==> config.mk <==
export PLATFORM = sky130hd
export DESIGN_NAME = lockable_latch_bank_mapper_flat
export DESIGN_NICKNAME = d
export VERILOG_FILES = /design/src/rtl/core/llbm_pkg.sv /design/src/rtl/core/llbm_if.sv /design/src/rtl/core/llbm_regs.sv /design/src/rtl/core/lockable_latch_bank_mapper.sv /design/src/flat_wrapper.sv
export SDC_FILE = /design/constraint.sdc
export NUM_CORES = 1
export LEC_CHECK = 0
export ABC_AREA = 1
export BUFFER_PORTS_ARGS = -buffer_cell sky130_fd_sc_hd__buf_2
export CAP_MARGIN = 20
export CORE_ASPECT_RATIO = 1.1
export CORE_MARGIN = 2
export CORE_UTILIZATION = 35
export DETAILED_ROUTE_END_ITERATION = 7
export PLACE_DENSITY = 0.64
export SYNTH_ARGS = -nofsm -noshare
export SYNTH_HDL_FRONTEND = slang
export SYNTH_SLANG_ARGS = --single-unit
==> constraint.sdc <==
create_clock -name clock -period 2.11 [get_ports clock]
set_clock_uncertainty 0.1 [all_clocks]
set_input_delay 0.422 -clock clock [delete_from_list [all_inputs] [get_ports clock]]
set_output_delay 0.422 -clock clock [all_outputs]
set_load 0.02 [all_outputs]
==> src/rtl/core/llbm_pkg.sv <==
// Shared types and constants for the lockable latch bank mapper.
`default_nettype none

package llbm_pkg;

   localparam int unsigned PRG_BANK_BITS_DEFAULT = 6;
   localparam int unsigned PRG_BANK_OUT_BITS = 6;
   localparam int unsigned CHR_BANK_BITS = 7;
   localparam int unsigned CHR_UPPER_BITS = 5;
   localparam int unsigned CHR_LOW_BITS = 2;
   localparam int unsigned LATCH_ADDR_BITS = 9;
   localparam int unsigned DIP_BITS = 4;
   localparam int unsigned SCRATCH_CELLS = 4;
   localparam int unsigned SCRATCH_IDX_BITS = $clog2(SCRATCH_CELLS);
   localparam int unsigned SCRATCH_BITS = 4;

   localparam int unsigned DIP_EN_BIT = 6;
   localparam int unsigned MODE_BIT = 7;
   localparam int unsigned LOCK_BIT = 8;
   localparam int unsigned MIRROR_DATA_BIT = 7;

   localparam logic [15:0] SCRATCH_BASE = 16'h5800;
   localparam logic [15:0] SCRATCH_LAST = 16'h5FFF;
   localparam logic [15:0] ROM_BASE = 16'h8000;

   typedef enum logic [1:0] {
      OP_READ       = 2'd0,
      OP_WRITE      = 2'd1,
      OP_SOFT_RESET = 2'd2,
      OP_NONE       = 2'd3
   } op_type;

   typedef struct packed {
      logic scratch_wr;
      logic latch_wr;
      logic soft_reset;
   } llbm_cmd_type;

endpackage

`default_nettype wire

==> src/rtl/core/llbm_if.sv <==
// Request and response channel interfaces of the bank mapper.
`default_nettype none

interface llbm_req_if;
   logic        valid;
   logic        ready;
   logic [1:0]  operation;
   logic [15:0] cpu_address;
   logic [7:0]  write_value;

   modport source (output valid, output operation, output cpu_address, output write_value,
                   input ready);
   modport sink (input valid, input operation, input cpu_address, input write_value,
                 output ready);
endinterface

interface llbm_rsp_if;
   logic        valid;
   logic        ready;
   logic        scratch_hit;
   logic [3:0]  scratch_value;
   logic        rom_read;
   logic [15:0] rom_address;
   logic [5:0]  prg_bank_low;
   logic [5:0]  prg_bank_high;
   logic [6:0]  chr_bank;
   logic        mirroring;

   modport source (output valid, output scratch_hit, output scratch_value, output rom_read,
                   output rom_address, output prg_bank_low, output prg_bank_high,
                   output chr_bank, output mirroring, input ready);
   modport sink (input valid, input scratch_hit, input scratch_value, input rom_read,
                 input rom_address, input prg_bank_low, input prg_bank_high,
                 input chr_bank, input mirroring, output ready);
endinterface

`default_nettype wire

==> src/rtl/core/llbm_regs.sv <==
// Mapper state registers: latch, lock, banks, mirroring, DIP counter and scratch cells.
`default_nettype none

module llbm_regs #(
   parameter int unsigned PRG_BANK_BITS = llbm_pkg::PRG_BANK_BITS_DEFAULT
) (
   input  wire logic                     clock,
   input  wire logic                     reset,
   input  wire llbm_pkg::llbm_cmd_type   cmd,
   input  wire logic [15:0]              cpu_address,
   input  wire logic [7:0]               write_value,
   output logic [PRG_BANK_BITS-1:0]      bank_low,
   output logic [PRG_BANK_BITS-1:0]      bank_high,
   output logic [llbm_pkg::CHR_BANK_BITS-1:0] chr_bank,
   output logic                          mirroring,
   output logic                          dip_enable,
   output logic [llbm_pkg::DIP_BITS-1:0] dip_count,
   output logic [llbm_pkg::SCRATCH_BITS-1:0] scratch_rd
);
   import llbm_pkg::*;

   logic                        dip_en_ff, dip_en_in;
   logic [CHR_LOW_BITS-1:0]     chr_low_ff, chr_low_in;
   logic                        lock_ff, lock_in;
   logic [CHR_UPPER_BITS-1:0]   chr_upper_ff, chr_upper_in;
   logic [DIP_BITS-1:0]         dip_ff, dip_in;
   logic [PRG_BANK_BITS-1:0]    bank_low_ff, bank_low_in;
   logic [PRG_BANK_BITS-1:0]    bank_high_ff, bank_high_in;
   logic                        mirror_ff, mirror_in;
   logic [SCRATCH_BITS-1:0]     scratch_ff [SCRATCH_CELLS];

   logic [LATCH_ADDR_BITS-1:0]  new_addr;
   logic [7:0]                  new_data;
   logic [LATCH_ADDR_BITS-1:0]  low_full;
   logic [LATCH_ADDR_BITS-1:0]  high_full;
   logic                        apply;
   logic [SCRATCH_IDX_BITS-1:0] scratch_idx;

   assign scratch_idx = cpu_address[SCRATCH_IDX_BITS-1:0];

   // A soft reset loads a cleared latch and applies it as an unlocked write.
   always_comb begin
      new_addr = cmd.soft_reset ? '0 : cpu_address[LATCH_ADDR_BITS-1:0];
      new_data = cmd.soft_reset ? '0 : write_value;
      apply = cmd.soft_reset || (cmd.latch_wr && !lock_ff);

      low_full = new_addr[MODE_BIT] ? new_addr : {new_addr[LATCH_ADDR_BITS-1:1], 1'b0};
      high_full = new_addr[MODE_BIT] ? new_addr : {new_addr[LATCH_ADDR_BITS-1:1], 1'b1};

      dip_en_in = dip_en_ff;
      chr_low_in = chr_low_ff;
      if (cmd.latch_wr || cmd.soft_reset) begin
         dip_en_in = new_addr[DIP_EN_BIT];
         chr_low_in = new_data[CHR_LOW_BITS-1:0];
      end

      lock_in = lock_ff;
      chr_upper_in = chr_upper_ff;
      bank_low_in = bank_low_ff;
      bank_high_in = bank_high_ff;
      mirror_in = mirror_ff;
      if (apply) begin
         lock_in = new_addr[LOCK_BIT];
         chr_upper_in = new_data[CHR_LOW_BITS +: CHR_UPPER_BITS];
         bank_low_in = low_full[PRG_BANK_BITS-1:0];
         bank_high_in = high_full[PRG_BANK_BITS-1:0];
         mirror_in = ~new_data[MIRROR_DATA_BIT];
      end

      dip_in = cmd.soft_reset ? dip_ff + DIP_BITS'(1) : dip_ff;
   end

   always_ff @(posedge clock) begin
      if (reset) begin
         dip_en_ff <= 1'b0;
         chr_low_ff <= '0;
         lock_ff <= 1'b0;
         chr_upper_ff <= '0;
         dip_ff <= '0;
         bank_low_ff <= '0;
         bank_high_ff <= PRG_BANK_BITS'(1);
         mirror_ff <= 1'b1;
      end else begin
         dip_en_ff <= dip_en_in;
         chr_low_ff <= chr_low_in;
         lock_ff <= lock_in;
         chr_upper_ff <= chr_upper_in;
         dip_ff <= dip_in;
         bank_low_ff <= bank_low_in;
         bank_high_ff <= bank_high_in;
         mirror_ff <= mirror_in;
      end
   end

   always_ff @(posedge clock) begin
      if (reset) begin
         for (int i = 0; i < SCRATCH_CELLS; i++) begin
            scratch_ff[i] <= '0;
         end
      end else if (cmd.scratch_wr) begin
         scratch_ff[scratch_idx] <= write_value[SCRATCH_BITS-1:0];
      end
   end

   assign bank_low = bank_low_ff;
   assign bank_high = bank_high_ff;
   assign chr_bank = {chr_upper_ff, chr_low_ff};
   assign mirroring = mirror_ff;
   assign dip_enable = dip_en_ff;
   assign dip_count = dip_ff;
   assign scratch_rd = scratch_ff[scratch_idx];

endmodule

`default_nettype wire

==> src/rtl/core/lockable_latch_bank_mapper.sv <==
// Top level of the lockable latch bank mapper: access decode, state and result register.
// A result is registered: it is valid in the cycle after its item is accepted.
// Throughput: one item per cycle; a new item is taken while the result register
// is empty or its item is being taken in the same cycle.
// Reset (synchronous): lock clear, banks 0 and 1, vertical mirroring, scratch cells,
// latch and DIP counter zero, result register empty.
`default_nettype none

module lockable_latch_bank_mapper #(
   parameter int unsigned PRG_BANK_BITS = llbm_pkg::PRG_BANK_BITS_DEFAULT
) (
   input wire logic   clock,
   input wire logic   reset,
   llbm_req_if.sink   req_bus,
   llbm_rsp_if.source rsp_bus
);
   import llbm_pkg::*;

   logic                     accept;
   logic                     scratch_range;
   logic                     rom_range;
   llbm_cmd_type             cmd;
   op_type                   op;

   logic [PRG_BANK_BITS-1:0] bank_low;
   logic [PRG_BANK_BITS-1:0] bank_high;
   logic [CHR_BANK_BITS-1:0] chr_bank;
   logic                     mirroring;
   logic                     dip_enable;
   logic [DIP_BITS-1:0]      dip_count;
   logic [SCRATCH_BITS-1:0]  scratch_rd;
   logic [8:0]               bank_low_wide;
   logic [8:0]               bank_high_wide;

   logic                     rsp_valid_ff, rsp_valid_in;
   logic                     scratch_hit_ff, scratch_hit_in;
   logic [SCRATCH_BITS-1:0]  scratch_value_ff, scratch_value_in;
   logic                     rom_read_ff, rom_read_in;
   logic [15:0]              rom_address_ff, rom_address_in;

   assign req_bus.ready = !rsp_valid_ff || rsp_bus.ready;
   assign accept = req_bus.valid && req_bus.ready;

   always_comb begin
      op = op_type'(req_bus.operation);
      scratch_range = (req_bus.cpu_address >= SCRATCH_BASE)
                      && (req_bus.cpu_address <= SCRATCH_LAST);
      rom_range = req_bus.cpu_address >= ROM_BASE;

      cmd = '0;
      scratch_hit_in = 1'b0;
      scratch_value_in = '0;
      rom_read_in = 1'b0;
      rom_address_in = '0;
      case (op)
         OP_READ: begin
            if (scratch_range) begin
               scratch_hit_in = 1'b1;
               scratch_value_in = scratch_rd;
            end else if (rom_range) begin
               rom_read_in = 1'b1;
               rom_address_in = dip_enable
                                ? {req_bus.cpu_address[15:DIP_BITS], dip_count}
                                : req_bus.cpu_address;
            end
         end
         OP_WRITE: begin
            cmd.scratch_wr = accept && scratch_range;
            cmd.latch_wr = accept && !scratch_range && rom_range;
         end
         OP_SOFT_RESET: begin
            cmd.soft_reset = accept;
         end
         default: begin
         end
      endcase

      rsp_valid_in = accept || (rsp_valid_ff && !rsp_bus.ready);
   end

   llbm_regs #(
      .PRG_BANK_BITS(PRG_BANK_BITS)
   ) u_regs (
      .clock       (clock),
      .reset       (reset),
      .cmd         (cmd),
      .cpu_address (req_bus.cpu_address),
      .write_value (req_bus.write_value),
      .bank_low    (bank_low),
      .bank_high   (bank_high),
      .chr_bank    (chr_bank),
      .mirroring   (mirroring),
      .dip_enable  (dip_enable),
      .dip_count   (dip_count),
      .scratch_rd  (scratch_rd)
   );

   always_ff @(posedge clock) begin
      if (reset) begin
         rsp_valid_ff <= 1'b0;
      end else begin
         rsp_valid_ff <= rsp_valid_in;
      end
   end

   always_ff @(posedge clock) begin
      if (accept) begin
         scratch_hit_ff <= scratch_hit_in;
         scratch_value_ff <= scratch_value_in;
         rom_read_ff <= rom_read_in;
         rom_address_ff <= rom_address_in;
      end
   end

   // The state only moves when an item is accepted, and that happens only as the
   // pending result leaves, so the live state is the state after the shown item.
   assign bank_low_wide = 9'(bank_low);
   assign bank_high_wide = 9'(bank_high);

   assign rsp_bus.valid = rsp_valid_ff;
   assign rsp_bus.scratch_hit = scratch_hit_ff;
   assign rsp_bus.scratch_value = scratch_value_ff;
   assign rsp_bus.rom_read = rom_read_ff;
   assign rsp_bus.rom_address = rom_address_ff;
   assign rsp_bus.prg_bank_low = bank_low_wide[PRG_BANK_OUT_BITS-1:0];
   assign rsp_bus.prg_bank_high = bank_high_wide[PRG_BANK_OUT_BITS-1:0];
   assign rsp_bus.chr_bank = chr_bank;
   assign rsp_bus.mirroring = mirroring;

   a_hit_exclusive: assert property (@(posedge clock) disable iff (reset)
      rsp_valid_ff |-> !(scratch_hit_ff && rom_read_ff))
      else $error("Result flags both a scratch hit and a ROM read.");

   a_rom_addr_zero: assert property (@(posedge clock) disable iff (reset)
      (rsp_valid_ff && !rom_read_ff) |-> (rom_address_ff == 16'h0000))
      else $error("ROM address is nonzero on a result that is not a ROM read.");

   a_soft_reset_banks: assert property (@(posedge clock) disable iff (reset)
      (accept && op == OP_SOFT_RESET) |=>
         (bank_low == '0 && bank_high == PRG_BANK_BITS'(1) && mirroring
          && chr_bank == '0 && !dip_enable))
      else $error("Soft reset did not restore the default banks.");

   a_soft_reset_dip: assert property (@(posedge clock) disable iff (reset)
      (accept && op == OP_SOFT_RESET) |=> (dip_count == $past(dip_count) + DIP_BITS'(1)))
      else $error("Soft reset did not advance the DIP counter.");

   a_scratch_read: assert property (@(posedge clock) disable iff (reset)
      (accept && op == OP_READ && !scratch_range) |=> (scratch_value_ff == '0))
      else $error("Scratch value is nonzero on a read outside the scratch range.");

endmodule

`default_nettype wire
==> src/flat_wrapper.sv <==
// flat-port wrapper written by rule: the top's interface ports become plain ports
module lockable_latch_bank_mapper_flat import llbm_pkg::*;
#(
   parameter int unsigned PRG_BANK_BITS = llbm_pkg::PRG_BANK_BITS_DEFAULT
)
  (clock, reset, req_bus_valid, req_bus_operation, req_bus_cpu_address, req_bus_write_value, req_bus_ready, rsp_bus_valid, rsp_bus_scratch_hit, rsp_bus_scratch_value, rsp_bus_rom_read, rsp_bus_rom_address, rsp_bus_prg_bank_low, rsp_bus_prg_bank_high, rsp_bus_chr_bank, rsp_bus_mirroring, rsp_bus_ready);
  llbm_req_if req_bus_i ();
  llbm_rsp_if rsp_bus_i ();
  input wire logic clock;
  input wire logic reset;
  input wire logic [$bits(req_bus_i.valid)-1:0] req_bus_valid;
  input wire logic [$bits(req_bus_i.operation)-1:0] req_bus_operation;
  input wire logic [$bits(req_bus_i.cpu_address)-1:0] req_bus_cpu_address;
  input wire logic [$bits(req_bus_i.write_value)-1:0] req_bus_write_value;
  output wire logic [$bits(req_bus_i.ready)-1:0] req_bus_ready;
  output wire logic [$bits(rsp_bus_i.valid)-1:0] rsp_bus_valid;
  output wire logic [$bits(rsp_bus_i.scratch_hit)-1:0] rsp_bus_scratch_hit;
  output wire logic [$bits(rsp_bus_i.scratch_value)-1:0] rsp_bus_scratch_value;
  output wire logic [$bits(rsp_bus_i.rom_read)-1:0] rsp_bus_rom_read;
  output wire logic [$bits(rsp_bus_i.rom_address)-1:0] rsp_bus_rom_address;
  output wire logic [$bits(rsp_bus_i.prg_bank_low)-1:0] rsp_bus_prg_bank_low;
  output wire logic [$bits(rsp_bus_i.prg_bank_high)-1:0] rsp_bus_prg_bank_high;
  output wire logic [$bits(rsp_bus_i.chr_bank)-1:0] rsp_bus_chr_bank;
  output wire logic [$bits(rsp_bus_i.mirroring)-1:0] rsp_bus_mirroring;
  input wire logic [$bits(rsp_bus_i.ready)-1:0] rsp_bus_ready;
  assign req_bus_i.valid = req_bus_valid;
  assign req_bus_i.operation = req_bus_operation;
  assign req_bus_i.cpu_address = req_bus_cpu_address;
  assign req_bus_i.write_value = req_bus_write_value;
  assign req_bus_ready = req_bus_i.ready;
  assign rsp_bus_valid = rsp_bus_i.valid;
  assign rsp_bus_scratch_hit = rsp_bus_i.scratch_hit;
  assign rsp_bus_scratch_value = rsp_bus_i.scratch_value;
  assign rsp_bus_rom_read = rsp_bus_i.rom_read;
  assign rsp_bus_rom_address = rsp_bus_i.rom_address;
  assign rsp_bus_prg_bank_low = rsp_bus_i.prg_bank_low;
  assign rsp_bus_prg_bank_high = rsp_bus_i.prg_bank_high;
  assign rsp_bus_chr_bank = rsp_bus_i.chr_bank;
  assign rsp_bus_mirroring = rsp_bus_i.mirroring;
  assign rsp_bus_i.ready = rsp_bus_ready;
  lockable_latch_bank_mapper #(.PRG_BANK_BITS(PRG_BANK_BITS)) u_core (.clock(clock), .reset(reset), .req_bus(req_bus_i), .rsp_bus(rsp_bus_i));
endmodule
---- Word level (Yosys, flattened, before mapping) ----
Memory sizes are Yosys's and may differ from the RTL's. A register that Yosys moved wholly into a read port is not among the register bits.
Cells that the tools add are included.
cells by class
  equal/unequal tests ..................... 2
  magnitude comparators ................... 3
  bitwise gates (word level) .............. 3
  add/sub/neg operators ................... 1
  muxes and demuxes ....................... 17
  reductions and logical operators ........ 21
operators by type and width
  operator                                               count
  >= comparator 16 x 15 -> 1 bit, second input constant  1
  >= comparator 16 bit, second input constant            1
  <= comparator 16 x 15 -> 1 bit, second input constant  1
  2-to-1 mux 1 bit                                       11
  2-to-1 mux 9 bit                                       1
  2-to-1 mux 4 bit                                       2
  2-to-1 mux 8 bit                                       1
  logical AND 1 bit                                      7
  logical NOT 1 bit                                      5
  adder 4 x 1 -> 4 bit, second input constant            1
  logical OR 1 bit                                       4
  2-to-1 mux 2 bit                                       2
  OR reduction 4 bit                                     1
  inverter 1 bit                                         3
  OR reduction 3 bit                                     1
  equality test 2 x 1 -> 1 bit, second input constant    1
  equality test 2 bit, second input constant             1
  logical NOT 2 bit                                      1
  AND reduction 2 bit                                    1
  OR reduction 2 bit                                     1
word-level totals
  memory bits (writable) .................. 16
  input port bits ......................... 30
  output and inout bits ................... 44
  memories kept ........................... 1
  bits in registers ....................... 45
  word-level logic and storage cells ...... 60
memory list
  memory                    depth  width  read ports  clocked after memory_dff  write ports  line             text
  u_core.u_regs.scratch_ff  4      4      1           1                         4            llbm_regs.sv:30  logic [SCRATCH_BITS-1:0] scratch_ff [SCRATCH_CELLS];

---- Depth between registers and ports, before layout ----
  depth after elaboration ................. 11
  mapped depth ............................ 8
  gate-level depth less buffers ........... 8

---- By module ----
A second synthesis with hierarchy kept.
second synthesis, totals
  cells, all modules ...................... 274
  area total of the unflattened synthesis .. 2575.0 sq um
modules (own cells, without submodules)
  module                      sequential area each (sq um)  cells each  area each (sq um)  instances
  llbm_regs                   900.9                         185         1582.8             1
  lockable_latch_bank_mapper  680.7                         89          992.2              1

---- Least setup slack after synthesis ----
Ideal clock, no wire load.
  path kind ............................... in2reg
  start point ............................. input port rsp_bus_ready
  end point ............................... memory u_core.u_regs.scratch_ff[2][0] (enable)
  data required time ...................... 1692 ps
  buffers on the path ..................... 0
  data arrival time ....................... 1606 ps
  stages on the path ...................... 6
  slack ................................... 86 ps
  setup time .............................. 318 ps
  cells stage by stage .................... inv_1 -> a21oi_4 -> nand2_4 -> nor2_8 -> nand2_4 -> o21ai_2
RTL lines
  element             line                text
  start: declaration  flat_wrapper.sv:25  input wire logic [$bits(rsp_bus_i.ready)-1:0] rsp_bus_ready;
  end: declaration    llbm_regs.sv:30

==> tab_implementation.tex <==
\begin{tabular}{lr}
\hline
Metric & Value \\
\hline
\multicolumn{2}{l}{\textbf{Run status}} \\
Outcome & complete, no violations \\
\multicolumn{2}{l}{\textbf{Power}} \\
Reported leakage power & roughly 1.5 nW \\
Worst ir drop on vdd & 0.280 mV \\
Sequential share of power & 0.515 \\
Net load switching power & between 600 and 700 uW \\
Ratio of total power to cell area & about 790 nW/um\^{}2 \\
Internal cell power & about 1.9 mW \\
Net switching fraction of the power & 0.249 \\
Clock share of power & 0.384 \\
Power share of the combinational group & 0.101 \\
\multicolumn{2}{l}{\textbf{Synthesis}} \\
Count of mapped cells out of synthesis & around 260 \\
Synthesized flop and latch total & 60 \\
Mean instance size in the synthesized netlist & about 10 um\^{}2 \\
Post-synth cell types & 28 \\
Post-Synthesis Net Count & about 290 \\
Count of synthesis-stage warnings from yosys & 0 \\
Area of the mapped netlist & between 2000 and 3000 um\^{}2 \\
Portion of the post-synthesis area used by sequential elements & 0.602 \\
\multicolumn{2}{l}{\textbf{Final layout}} \\
Nets@finish & roughly 370 \\
Final Instance Count excl. Fillers & 429 \\
Filler cells & around 740 \\
Area taken by multi-input logic gates & between 800 and 900 um\^{}2 \\
Layout cells sized above 1 & 0.322 \\
Area taken by flip-flops and latches & 1580 um\^{}2 \\
Area growth, synth to finish & 22.0\% \\
Diodes inserted & 0 \\
\multicolumn{2}{l}{\textbf{Route}} \\
Routed WL per cell & between 10 and 15 um \\
Routed via count & 1,959 \\
Residual DRC count & 0 \\
Post-route antenna net violation count & 0 \\
First DRT Iteration DRCs & 89 \\
Per-cell via count in the routed design & between 4 and 5 \\
Total wirelength of the detailed-routed design & roughly 5.7 mm \\
Pre-Repair DR Iteration Count & 5 \\
\multicolumn{2}{l}{\textbf{Timing}} \\
Count of final max-slew check failures & 0 \\
Setup TNS Final & 0 ns \\
Max\_slew headroom & 0.596 \\
Fin crit share & 0.790 \\
Number of setup violations in the final report & 0 \\
Actual slew at the worst max-slew pin & 0.604 ns \\
Max Clk Rate & around 600 MHz \\
Final Hold Violating Endpoints & 0 \\
Time the final worst path needs with I/O delays and setup & about 1.7 ns \\
RSZ-0062 raised after global routing & no \\
\multicolumn{2}{l}{\textbf{Setup path}} \\
Register-to-register setup slack & 0.44 ns \\
R2R Path End & u\_core.u\_regs.scratch\_ff[2][1] \\
Critical Path Source Type & register \\
Reg-to-reg critical path startpoint & u\_core.rsp\_bus.valid \\
Worst path required time & between 2 and 2.5 ns \\
Most Frequent Cell on Critical Path & nand2\_4 \\
Worst Path Class, Setup & register to register \\
Crit path arrival time & 1.57 ns \\
Setup crit end & u\_core.u\_regs.scratch\_ff[2][1] \\
Largest incremental delay on the critical path & roughly 0.34 ns \\
Origin of the worst setup path & u\_core.rsp\_bus.valid \\
Kind of end point of the critical path & register \\
Logic depth of the worst register-to-register path & 5 \\
Maximum fanout along the worst path & 9 \\
Chain of cells forming the critical path & a21oi\_4, nand2\_4, nor2\_8, nand2\_4, o21ai\_2 \\
Cell at the slowest stage of the critical path & dfxtp\_1 \\
\multicolumn{2}{l}{\textbf{Floorplanning}} \\
Std cell rows & 33 \\
Effective utilization at floorplan & 0.358 \\
Overall die width & 86.6 um \\
Area of the core & roughly 7300 um\^{}2 \\
Full die area & about 8200 um\^{}2 \\
Chip height & between 90 and 100 um \\
Boundary pin count & 74 \\
\multicolumn{2}{l}{\textbf{Clock tree}} \\
Worst-skew pair later-pin latency & 0.32 ns \\
PostCTS Resize Cnt & 0 \\
CTS sink cnt & 60 \\
Post-CTS Hold Buffers & 0 \\
Num CTS Buffers & 9 \\
Clock-pin slew of the registers on the worst-case setup and hold paths & 0.07 ns \\
Buffer count from post-CTS setup fixing & 0 \\
Maximum buffer depth of the clock tree & 2 \\
CTS root buffer & clkbuf\_8 \\
Clock tree from TritonCTS & yes \\
Count of H-tree levels built during CTS & 3 \\
\multicolumn{2}{l}{\textbf{Placement}} \\
Final weighted congestion in routability-driven placement & 0.804 \\
Total instance count after detailed placement & a little over 400 \\
Number of I/O port buffers & 73 \\
Post-DP HPWL & 4.19 mm \\
\multicolumn{2}{l}{\textbf{Global route}} \\
Global-route usage over all layers & 0.142 \\
Overflow after GRT & 0 \\
Pin count of the biggest net entering global routing & 22 \\
Initial antenna violation count & 0 \\
Number of global-route vias before repair & 1,862 \\
Wire length of the first global-routing pass & 8.82 mm \\
\multicolumn{2}{l}{\textbf{Flow run}} \\
\# Max-Cap Violations & 0 \\
\multicolumn{2}{l}{\textbf{Min path}} \\
Worst Hold Class & primary input to register \\
\hline
\end{tabular}
-- area by class of cell --
type                    count  area share
multi-input cells         157       0.257
inverters                  34      0.0398
clock inverters             5      0.0164
well taps                  87      0.0340
flip-flops and latches     60       0.493
clock buffers              11      0.0410
repair buffers             75       0.119
-- layer usage --
metal  track usage  vias to the layer above  part of all wire
met5             0                        -                 0
met4        0.0768                        0             0.019
met3        0.0393                        8             0.051
met2         0.213                       60              0.46
met1         0.185                      877              0.47
li1              -                     1014                 -
-- logic make-up after synthesis --
kind of cell             synth area share
AND/OR/NAND/NOR                     0.223
flip-flops                          0.602
buffers and inverters              0.0848
AO/OA/AOI/OAI                      0.0857
adder cells (fa/ha/maj)           0.00476
-- power groups by stage --
stage	clock, mW	combinational [mW]	sequential (mW)
5_1_grt	1.04	0.284	1.32
3_3_place_gp	0	0.254	1.34
2_1_floorplan	0	0.119	1.38
6_report	0.978	0.256	1.31
3_5_place_dp	0	0.257	1.34
4_1_cts	0.989	0.259	1.31
-- how the worst min path moves through the flow --
| stage | start | end | slack [ns] | cells after the start |
|---|---|---|---|---|
| floorplan | u_core.u_regs.dip_count[3] | u_core.u_regs.dip_count[3] | 0.39 | 2 |
| global placement | u_core.u_regs.chr_upper_ff[3] | u_core.u_regs.chr_upper_ff[3] | 0.36 | 2 |
| detailed placement | u_core.u_regs.chr_upper_ff[0] | u_core.u_regs.chr_upper_ff[0] | 0.37 | 2 |
| CTS | req_bus_write_value[7] | u_core.u_regs.mirroring | 0.21 | 2 |
| global route | req_bus_write_value[7] | u_core.u_regs.mirroring | 0.21 | 2 |
| finish | req_bus_write_value[7] | u_core.u_regs.mirroring | 0.21 | 2 |
-- Yosys cell counts --
master    instances  area share
nand3_1          17       0.032
a22oi_1           4       0.011
nand4_4           2       0.016
nor2_4            1      0.0043
o21ai_2           1      0.0033
ha_1              1      0.0048
inv_1            29       0.041
nor2_1           51       0.073
nand2_4           3       0.013
edfxtp_1         38        0.43
nand2_1          34       0.049
o21ai_1           2      0.0038
clkbuf_1          1      0.0014
buf_6             3       0.013
inv_2             5      0.0071
buf_4             7       0.020
a21oi_4           1      0.0062
nand3_2           2      0.0076
nor2_8            1      0.0076
buf_2             1      0.0019
dfxtp_1          22        0.17
nor3_2            4       0.015
nor3b_1           1      0.0029
o21ai_0           9       0.017
a21oi_1          20       0.038
o21a_1            1      0.0029
nor2_2            1      0.0024
o211ai_1          1      0.0029
-- through the flow --
stage	area, um^2	hold WS, ns	power [mW]	utilization	setup slack (ns)
detailed placement	3020	0.370	1.59	0.411	0.217
global route	3210	0.208	2.64	0.436	0.340
global placement	3020	0.361	1.59	0.411	0.272
finish	3210	0.207	2.55	0.436	0.443
CTS	3210	0.206	2.56	0.436	0.444
floorplan	2630	0.388	1.50	-	0.0861
-- critical path, delay by kind of cell, from the launching register on --
family             cells  cell delay (ns)
AOI/OAI and AO/OA      2             0.53
DFF                    1             0.34
and+or+nand+nor        3             0.37
-- placed cells by master, fill, tap and decap left out, types with 3 or more instances in the layout --
cell,instances
buf_2,73
nor2_1,51
edfxtp_1,38
nand2_1,34
inv_1,29
dfxtp_1,22
a21oi_1,20
nand3_1,17
o21ai_0,9
clkbuf_8,9
inv_2,5
a22oi_1,4
nor3_2,4
nand2_4,3
clkinv_2,3
-- flip-flops by register name, indices dropped and copies added (netlist names), 2 cells and up --
signal	flops
u_core.rsp_bus.rom_address	16
u_core.u_regs.scratch_ff	16
u_core.u_regs.bank_low	6
u_core.u_regs.chr_upper_ff	5
u_core.rsp_bus.scratch_value	4
u_core.u_regs.dip_count	4
u_core.u_regs.chr_low_ff	2
(Power assumes the default switching activity.)
